File: config.mk
export PLATFORM = sky130hd
export DESIGN_NAME = sorted_list_insert_delete
export DESIGN_NICKNAME = d
export VERILOG_FILES = /design/src/rtl/slid_pkg.sv /design/src/rtl/sorted_list_insert_delete.sv /design/src/rtl/slid_cell.sv
export SDC_FILE = /design/constraint.sdc
export NUM_CORES = 2
export LEC_CHECK = 0
export ABC_AREA = 1
export BUFFER_PORTS_ARGS = -buffer_cell sky130_fd_sc_hd__buf_4
export CAP_MARGIN = 20
export CORE_AREA = 2 2 322 324
export CTS_BUF_LIST = sky130_fd_sc_hd__clkbuf_4 sky130_fd_sc_hd__clkbuf_8
export DETAILED_ROUTE_END_ITERATION = 12
export DIE_AREA = 0 0 324 326
export GPL_TIMING_DRIVEN = 0
export SLEW_MARGIN = 0
export SYNTH_ARGS = -nofsm -noshare
export SYNTH_HDL_FRONTEND = slang
export SYNTH_SLANG_ARGS = --single-unit
File: constraint.sdc
create_clock -name i_clk -period 5.91 [get_ports i_clk]
set_input_delay 0.2955 -clock i_clk [delete_from_list [all_inputs] [get_ports i_clk]]
set_output_delay 0.2955 -clock i_clk [all_outputs]
set_load 0.01 [all_outputs]
File: src/rtl/slid_pkg.sv
// Shared types and constants for the sorted list insert/delete block.
`timescale 1ns / 1ps
package slid_pkg;

    localparam int TABLE_DEPTH_DEF = 16;
    localparam int VALUE_W         = 32;
    localparam int COUNT_OUT_W     = 5;

    typedef enum logic {
        OP_INSERT = 1'b0,
        OP_DELETE = 1'b1
    } t_op;

    typedef enum logic [1:0] {
        ST_DONE      = 2'd0,
        ST_FULL      = 2'd1,
        ST_NOT_FOUND = 2'd2
    } t_status;

    typedef struct packed {
        logic                       operation;
        logic signed [VALUE_W-1:0]  value;
    } t_item;

    typedef struct packed {
        logic [1:0]             status;
        logic [COUNT_OUT_W-1:0] entry_count;
    } t_result;

    // Broadcast from the control logic to every cell.
    typedef struct packed {
        logic                       do_insert;
        logic                       do_delete;
        logic signed [VALUE_W-1:0]  value;
    } t_cell_ctl;

    // Position flags a cell shows to its neighbors and to the control logic.
    typedef struct packed {
        logic ins_pos;   // at or after the insert point (or unoccupied)
        logic del_pos;   // occupied and holding a value >= the key
        logic eq;        // occupied and equal to the key
    } t_cell_flags;

endpackage

File: src/rtl/sorted_list_insert_delete.sv
// Top level: sorted table of signed words built as a chain of shifting cells.
//
// Usage: present a command word on i_item and raise start. The word is taken
// at any rising edge where start is high and busy is low; busy never rises,
// so a new word may follow in every cycle. operation 0 inserts value before
// the first entry that is greater or equal, operation 1 deletes the first
// entry equal to value.
// Each word yields exactly one result word on o_result, marked by o_valid for
// one cycle, in the cycle after acceptance. status 0 means done, 1 means the
// insert was refused because the table is full, 2 means the delete found no
// match. entry_count is the number of entries held afterwards.
// Throughput is one word per cycle: every cell compares its entry with the
// broadcast key in parallel and the whole chain shifts at the same edge, so
// the critical path is one 32-bit compare plus the match OR over the chain.
// Reset (i_rst_n low, synchronous) empties the table and drops any pending
// result; the cell contents themselves are not cleared and are never read
// above the entry count. The receiver cannot stall: a result must be taken
// in its strobe cycle.
`timescale 1ns / 1ps
module sorted_list_insert_delete
    import slid_pkg::*;
#(
    parameter int TABLE_DEPTH = TABLE_DEPTH_DEF
)(
    input  logic    i_clk,
    input  logic    i_rst_n,
    input  logic    start,
    input  t_item   i_item,
    output logic    busy,
    output logic    o_valid,
    output t_result o_result
);

    localparam int CW = $clog2(TABLE_DEPTH + 1);

    logic [CW-1:0] r_count;
    logic [CW-1:0] n_count;
    logic          r_valid;
    logic          n_valid;
    t_result       r_result;
    t_result       n_result;

    logic          accept;
    logic          full;
    logic          found;
    t_cell_ctl     ctl;

    logic signed [VALUE_W-1:0] cell_data [TABLE_DEPTH];
    t_cell_flags               cell_flags [TABLE_DEPTH];
    logic [TABLE_DEPTH-1:0]    eq_vec;

    // Every word is finished in the cycle it is taken.
    assign busy   = 1'b0;
    assign accept = start && !busy;

    assign full  = (r_count == CW'(TABLE_DEPTH));
    assign found = |eq_vec;

    always_comb begin
        ctl.value     = i_item.value;
        ctl.do_insert = accept && (i_item.operation == OP_INSERT) && !full;
        ctl.do_delete = accept && (i_item.operation == OP_DELETE) && found;
    end

    // Cell chain: cell 0 is the head (smallest value).
    for (genvar g = 0; g < TABLE_DEPTH; g++) begin : g_cell
        logic                      left_ins_pos;
        logic signed [VALUE_W-1:0] left_data;
        logic signed [VALUE_W-1:0] right_data;

        if (g == 0) begin : g_head
            assign left_ins_pos = 1'b0;
            assign left_data    = cell_data[g];
        end else begin : g_body
            assign left_ins_pos = cell_flags[g-1].ins_pos;
            assign left_data    = cell_data[g-1];
        end

        // The tail pulls in its own value on delete; it falls out of range anyway.
        if (g == TABLE_DEPTH - 1) begin : g_tail
            assign right_data = cell_data[g];
        end else begin : g_mid
            assign right_data = cell_data[g+1];
        end

        slid_cell u_cell (
            .i_clk          (i_clk),
            .i_ctl          (ctl),
            .i_active       (CW'(g) < r_count),
            .i_left_ins_pos (left_ins_pos),
            .i_left_data    (left_data),
            .i_right_data   (right_data),
            .o_data         (cell_data[g]),
            .o_flags        (cell_flags[g])
        );

        assign eq_vec[g] = cell_flags[g].eq;
    end

    // Count update and result word.
    always_comb begin
        n_count = r_count;
        if (ctl.do_insert) begin
            n_count = r_count + CW'(1);
        end else if (ctl.do_delete) begin
            n_count = r_count - CW'(1);
        end
    end

    always_comb begin
        n_valid  = accept;
        n_result = r_result;
        if (accept) begin
            if (i_item.operation == OP_INSERT) begin
                n_result.status = full ? ST_FULL : ST_DONE;
            end else begin
                n_result.status = found ? ST_DONE : ST_NOT_FOUND;
            end
            n_result.entry_count = COUNT_OUT_W'(n_count);
        end
    end

    always_ff @(posedge i_clk) begin
        if (!i_rst_n) begin
            r_count <= '0;
            r_valid <= 1'b0;
        end else begin
            r_count <= n_count;
            r_valid <= n_valid;
        end
    end

    // Payload holds without reset; only the strobe qualifies it.
    always_ff @(posedge i_clk) begin
        r_result <= n_result;
    end

    assign o_valid  = r_valid;
    assign o_result = r_result;

endmodule

File: src/rtl/slid_cell.sv
// One entry of the sorted chain: holds a value and shifts toward either neighbor.
`timescale 1ns / 1ps
module slid_cell
    import slid_pkg::*;
(
    input  logic                       i_clk,
    input  t_cell_ctl                  i_ctl,
    input  logic                       i_active,
    input  logic                       i_left_ins_pos,
    input  logic signed [VALUE_W-1:0]  i_left_data,
    input  logic signed [VALUE_W-1:0]  i_right_data,
    output logic signed [VALUE_W-1:0]  o_data,
    output t_cell_flags                o_flags
);

    logic signed [VALUE_W-1:0] r_data;
    logic signed [VALUE_W-1:0] n_data;
    logic                      ge;

    assign ge = (r_data >= i_ctl.value);

    always_comb begin
        o_flags.ins_pos = ge || !i_active;
        o_flags.del_pos = ge && i_active;
        o_flags.eq      = i_active && (r_data == i_ctl.value);
    end

    // Sorted contents make the position flags monotone along the chain,
    // so the first cell of a run is found from the left neighbor alone.
    always_comb begin
        n_data = r_data;
        if (i_ctl.do_insert && o_flags.ins_pos) begin
            n_data = i_left_ins_pos ? i_left_data : i_ctl.value;
        end else if (i_ctl.do_delete && o_flags.del_pos) begin
            n_data = i_right_data;
        end
    end

    always_ff @(posedge i_clk) begin
        r_data <= n_data;
    end

    assign o_data = r_data;

endmodule

* Yosys cells after proc, flatten, opt, wreduce, memory -nomap -nowiden
Cells that the tools add are included.
** Word-level totals
- Bits in registers :: 525
- Bits of input ports :: 36
** Cells by class
- $add $sub $neg :: 2
- $lt $le $gt $ge :: 32
- Equality and inequality tests :: 17
- Muxes and demuxes :: 50
- Bitwise gates (word level) :: 1
- Reductions and logical operators :: 115
** Operator list (number)
- $mux W32 :: 45
- $eq A32 B32 Y1 :: 16
- $ge A32 B32 Y1 :: 16
- $logic_and A1 B1 Y1 :: 66
- $lt A4 B5 Y1 const A :: 8
- $reduce_bool A2 Y1 :: 15
- $lt A3 B5 Y1 const A :: 4
- $logic_not A1 Y1 :: 17
- $logic_or A1 B1 Y1 :: 16
- $reduce_or A16 Y1 :: 1
- $lt A1 B5 Y1 const A :: 2
- $lt A2 B5 Y1 const A :: 2
- $mux W5 :: 2
- $add A5 B1 Y5 const B :: 1
- $eq A5 B5 Y1 const B :: 1
- $sub A5 B1 Y5 const B :: 1
- $mux W2 :: 2
- $mux W1 :: 1
- $not A1 Y1 :: 1

* Depth between registers and ports, before layout
- Depth in word-level cells :: 7
- Gate-level depth with buffers :: 21

* By module
A second synthesis with hierarchy kept.
** Second synthesis, totals
- Cell total of the unflattened synthesis :: 5893
- Area total of the unflattened synthesis :: 43477.9 µm²
** Modules (own cells, without submodules)
- slid_cell at g_cell[0].u_cell ... :: instances 15, cells each 361, area an instance 2662.6 µm², seq. area each 960.9 µm²
- slid_cell at g_cell[15].u_cell :: instances 1, cells each 360, area an instance 2681.3 µm², seq. area each 960.9 µm²
- sorted_list_insert_delete :: instances 1, cells each 118, area an instance 858.3 µm², seq. area each 330.3 µm²

* Least setup slack after synthesis
Ideal clock, no wire load.
- Path type :: input -> register
- From :: input port i_item[21] (netlist name)
- To :: register g_cell[3].u_cell.r_data[0], enable pin
- Arrival :: 4.666 ns
- Path slack :: 0.774 ns
- Stages :: 13
- Buffers on the path :: 2
- Path through :: inv_1 clkbuf_1 ha_1 a21oi_1 nor2_1 nor3_1 a21oi_1 nor2_1 nand3_1 nand2_1 nor2_1 buf_2 o31ai_1
** On the way
- Longest elaborated chain between the ends :: 6
- Elaborated cells on any way between the ends :: 40
- Those cells by class :: order compare: 1; eq/ne: 16; reduce/logical: 23
** Ends and longest elaborated chain
- start: declaration :: line sorted_list_insert_delete.sv:28 : input t_item i_item,
- parallel branches: the longest is 5 deep, another holds $ge A32 B32 Y1
- $reduce_bool A2 Y1 (no line) *
- end signal: assignment :: line slid_cell.sv:40 : r_data <= n_data;
- end: declaration :: line slid_cell.sv:16 : logic signed [VALUE_W-1:0] r_data;
Mark *: on every way between the ends.
A chain may end at the register's enable or synchronous reset.

* Final worst setup path
- From :: register r_count[2]
- To :: register g_cell[14].u_cell.r_data[7], enable pin
** On the way
- Longest elaborated chain between the ends :: 6
- Elaborated cells on any way between the ends :: 43
- Those cells by class :: order compare: 16; eq/ne: 1; reduce/logical: 26
** Ends and longest elaborated chain
- start: declaration :: line sorted_list_insert_delete.sv:36 : logic [CW-1:0] r_count;
- start signal: assignment :: line sorted_list_insert_delete.sv:128 : r_count <= n_count;
- $lt A4 B5 Y1, or another cell as far along :: line sorted_list_insert_delete.sv:89 : .i_active (CW'(g) < r_count),
- $logic_and A1 B1 Y1 :: line slid_cell.sv:25 : o_flags.eq = i_active && (r_data == i_ctl.value);
- $reduce_or A16 Y1 :: line sorted_list_insert_delete.sv:57 : assign found = |eq_vec;
- $logic_and A1 B1 Y1 :: line sorted_list_insert_delete.sv:62 : ctl.do_delete = accept && (i_item.operation == OP_DELETE) && found;
- $logic_and A1 B1 Y1 :: line slid_cell.sv:34 : end else if (i_ctl.do_delete && o_flags.del_pos) begin
- $reduce_bool A2 Y1 (no line) *
- end signal: assignment :: line slid_cell.sv:40
- end: declaration :: line slid_cell.sv:16
Mark *: on every way between the ends. The rest lies on a longest branch, timed or not.

==> results.cfg <==
[run_status]
status = completed

[synthesis]
synth_area_per_cell_sq_um = 7.430
synthTopCellsByCount = nand2_1, edfxtp_1, ha_1
synth_most_common_cell = nand2_1
synth_cells = 5459
synth_ff_type = edfxtp_1
synth_cell_type_count = 42
ys_seq_area_share_pct = 38.72
ys_seq_elements = 525
synth_area_sq_mm = 0.04056
ys_warn_count = 0
synth_top_cells_by_area = edfxtp_1, nand2_1, ha_1, nand3_1, o21ai_0
yosys.area.top_type = edfxtp_1
netlist.area_leader.share_pct = 38.42
synth_edf_count = 519
synth_fp_nets = 6011
async_flop_share_pct = 0

[worst_setup_path]
critPathMaxStageDelay_ns = 0.69
endpoint_kind = flip-flop
crit_fanout = 24
rr_startpoint = r_count[2]
worstPathRequired_ns = 6.40
r2r_cells = 13
slowest_stage = o21ai_4
critical_path_class = reg -> reg
crit_path_cell_trace = buf_4 > nor2_1 > nand3_2 > nand2_1 > inv_2 > nand3_1 > nand2_1 > nor2_1 > nand2_2 > o21ai_4 > nand2_4 > o211a_1 > buf_16
critPathArrivalTime_ns = 4.60
ff2ff_setup_slack_ns = 1.80
cp-start-kind = flip-flop
reg2reg_to = g_cell[14].u_cell.o_data[7]

[worst_hold_path]
worst_hold_path.endpoint = g_cell[9].u_cell.o_data[23]
hold_class = in -> reg
hp-start = i_item[23]
holdPathStages = 5

[timing]
tightest_slew_ns = 0.9532
finalHoldViolCount = 0
tns_ns = 0
max_clock_freq_mhz = 243.0
setup_violations = 0
hold_slack_ns = 0.07043
finalMaxSlewViolations = 0
fin_crit_sh_pct = 69.63
rsz0062_at_grt = false
period_needed_ns = 4.115
fin_skew_ns = 0.03357
maxSlewHeadroom_pct = 36.45

[die]
rows = 118
io_pins = 45
dieWidth_microns = 324
initial_utilization_pct = 39.53
core-area_sq_mm = 0.1026
dieArea_sq_mm = 0.1056
die_h_microns = 326

[route]
drt-initial-drc-count = 2201
dr_total_vias = 35400
wl_mm = 122.1
viasPerCell = 4.980
routedWlPerCell_microns = 17.18
drt_pass1_iterations = 7
remaining_drc_errors = 0
ant_nets = 0

[power_and_ir_drop]
p_total_w = 0.009953
powerDensity_mw_per_mm2 = 218.9
peakVddDrop_v = 0.0001742
p_leak_nw = 22.20

[clock_tree]
cts_tree = done
clock_latency_ns = 0.76
clk_pin_slew_ns = 0.06
clock-root-buffer = clkbuf_8
cts_made_buffers = 100
h-tree-depth = 3
post_cts_buffers = 0
cts.repair.resized = 0
cts_num_sinks = 525
cts_buffer_depth = 3

[final_layout]
final_area_sq_mm = 0.04547
fillerInstances = 10590
drive_gt1_share_pct = 6.759
nNetsFinal = 6195
syn_to_final_growth_pct = 12.09

[placed_design]
routabilityCongestion = 0.8838
place_area_sq_mm = 0.04339
hpwl_mm = 100.7
portBuffers = 43

[global_route]
grt_pass1_vias = 35870
grt_pass1_wl_mm = 192.0
track_usage_pct = 23.05
grt-ovfl-total = 0
antenna_found_initial = 3
grt_start_max_net_pins = 29

[run]
maxCapViolCount = 0
## where the power goes
part           switching, W  leakage (nW)  internal [W]
logic               0.00118          16.2      0.000600
registers          0.000123          4.93       0.00432
clock network       0.00173          1.08       0.00200
## per-layer routing
layer	vias to the layer above	global-route usage [%]	routed length, microns
met1	15900	28.80	54120
met4	2	7.941	4339
met2	680	40.71	58710
li1	18600	-	-
met3	223	2.860	4952
met5	-	0	13
## state kept, by name, indices dropped and copies added (netlist names)
signal,count
g_cell.u_cell.o_data,512
o_result,7
r_count,5
o_valid,1
## repair_timing
action | in CTS | in global routing
setup endpoints to repair | 0 | 0
endpoints found under the hold margin | 15 | 0
hold buffers | 4 | 0
## layout by cell type (no fill, tap or decap), types with 7 or more instances in the layout
master    instances
clkbuf_1        133
buf_8            24
buf_2            96
buf_4            45
clkbuf_2         13
clkbuf_8        112
clkinv_1         21
nor3_1           11
edfxtp_1        519
ha_1            516
clkinv_2         18
buf_1             7
nand2_1        2489
nor2_1          237
a21oi_1         255
clkbuf_4         28
nand3_1         505
o211ai_1         10
inv_1           291
o21bai_1          9
nand4_1          14
o21a_1           21
o21ai_0         271
## how the worst max path moves through the flow
stage | start | end | depth (start not counted)
after detailed placement | i_item[5] | g_cell[13].u_cell.o_data[7] | 15
after floorplan | i_item[21] | g_cell[3].u_cell.o_data[0] | 13
after CTS | r_count[2] | g_cell[14].u_cell.o_data[17] | 13
after global routing | r_count[2] | g_cell[14].u_cell.o_data[21] | 13
final | r_count[2] | g_cell[14].u_cell.o_data[7] | 13
after global placement | i_item[5] | g_cell[10].u_cell.o_data[6] | 14
## area by class of cell
class                      instances  area, sq um  area share, %
multi-input combinational       4385        22820          50.19
sequential                       525        15710          34.54
clock buffer                     140         1752          3.853
tap                             1380         1727          3.798
inverter                         297         1117          2.457
buffer                           252         1097          2.413
timing repair buffer              82        980.9          2.158
clock inverter                    45        261.5         0.5752
antenna                            2        5.005        0.01101
## critical path, delay by kind of cell (launching register included)
kind	cells	cell delay [ns]
buffers and inverters	3	0.50
DFF	1	0.30
AOI/OAI and AO/OA	2	1.09
and+or+nand+nor	8	1.92
## stage by stage
| step | worst slack (ns) | instances | utilization (%) |
|---|---|---|---|
| floorplan | 0.7739 | 5459 | - |
| global placement | -2.181 | 6882 | 41.53 |
| detailed placement | 1.209 | 6916 | 42.29 |
| CTS | 1.917 | 7105 | 44.29 |
| global route | 1.683 | 7108 | 44.31 |
| finish | 1.795 | 7108 | 44.31 |
## logic make-up (layout without fill, tap and decap cells)
kind of cell | count (synthesis) | in the layout | share of synthesized area (%)
simple gates | 3271 | 3271 | 32.13
compound gates | 594 | 594 | 7.743
buf+inv | 549 | 816 | 5.420
flops | 525 | 525 | 38.72
fa+ha+maj | 516 | 516 | 15.92
xor+xnor | 3 | 3 | 0.06479
other cells | 1 | 3 | 0.009245
Power figures use the tool's default switching activity.
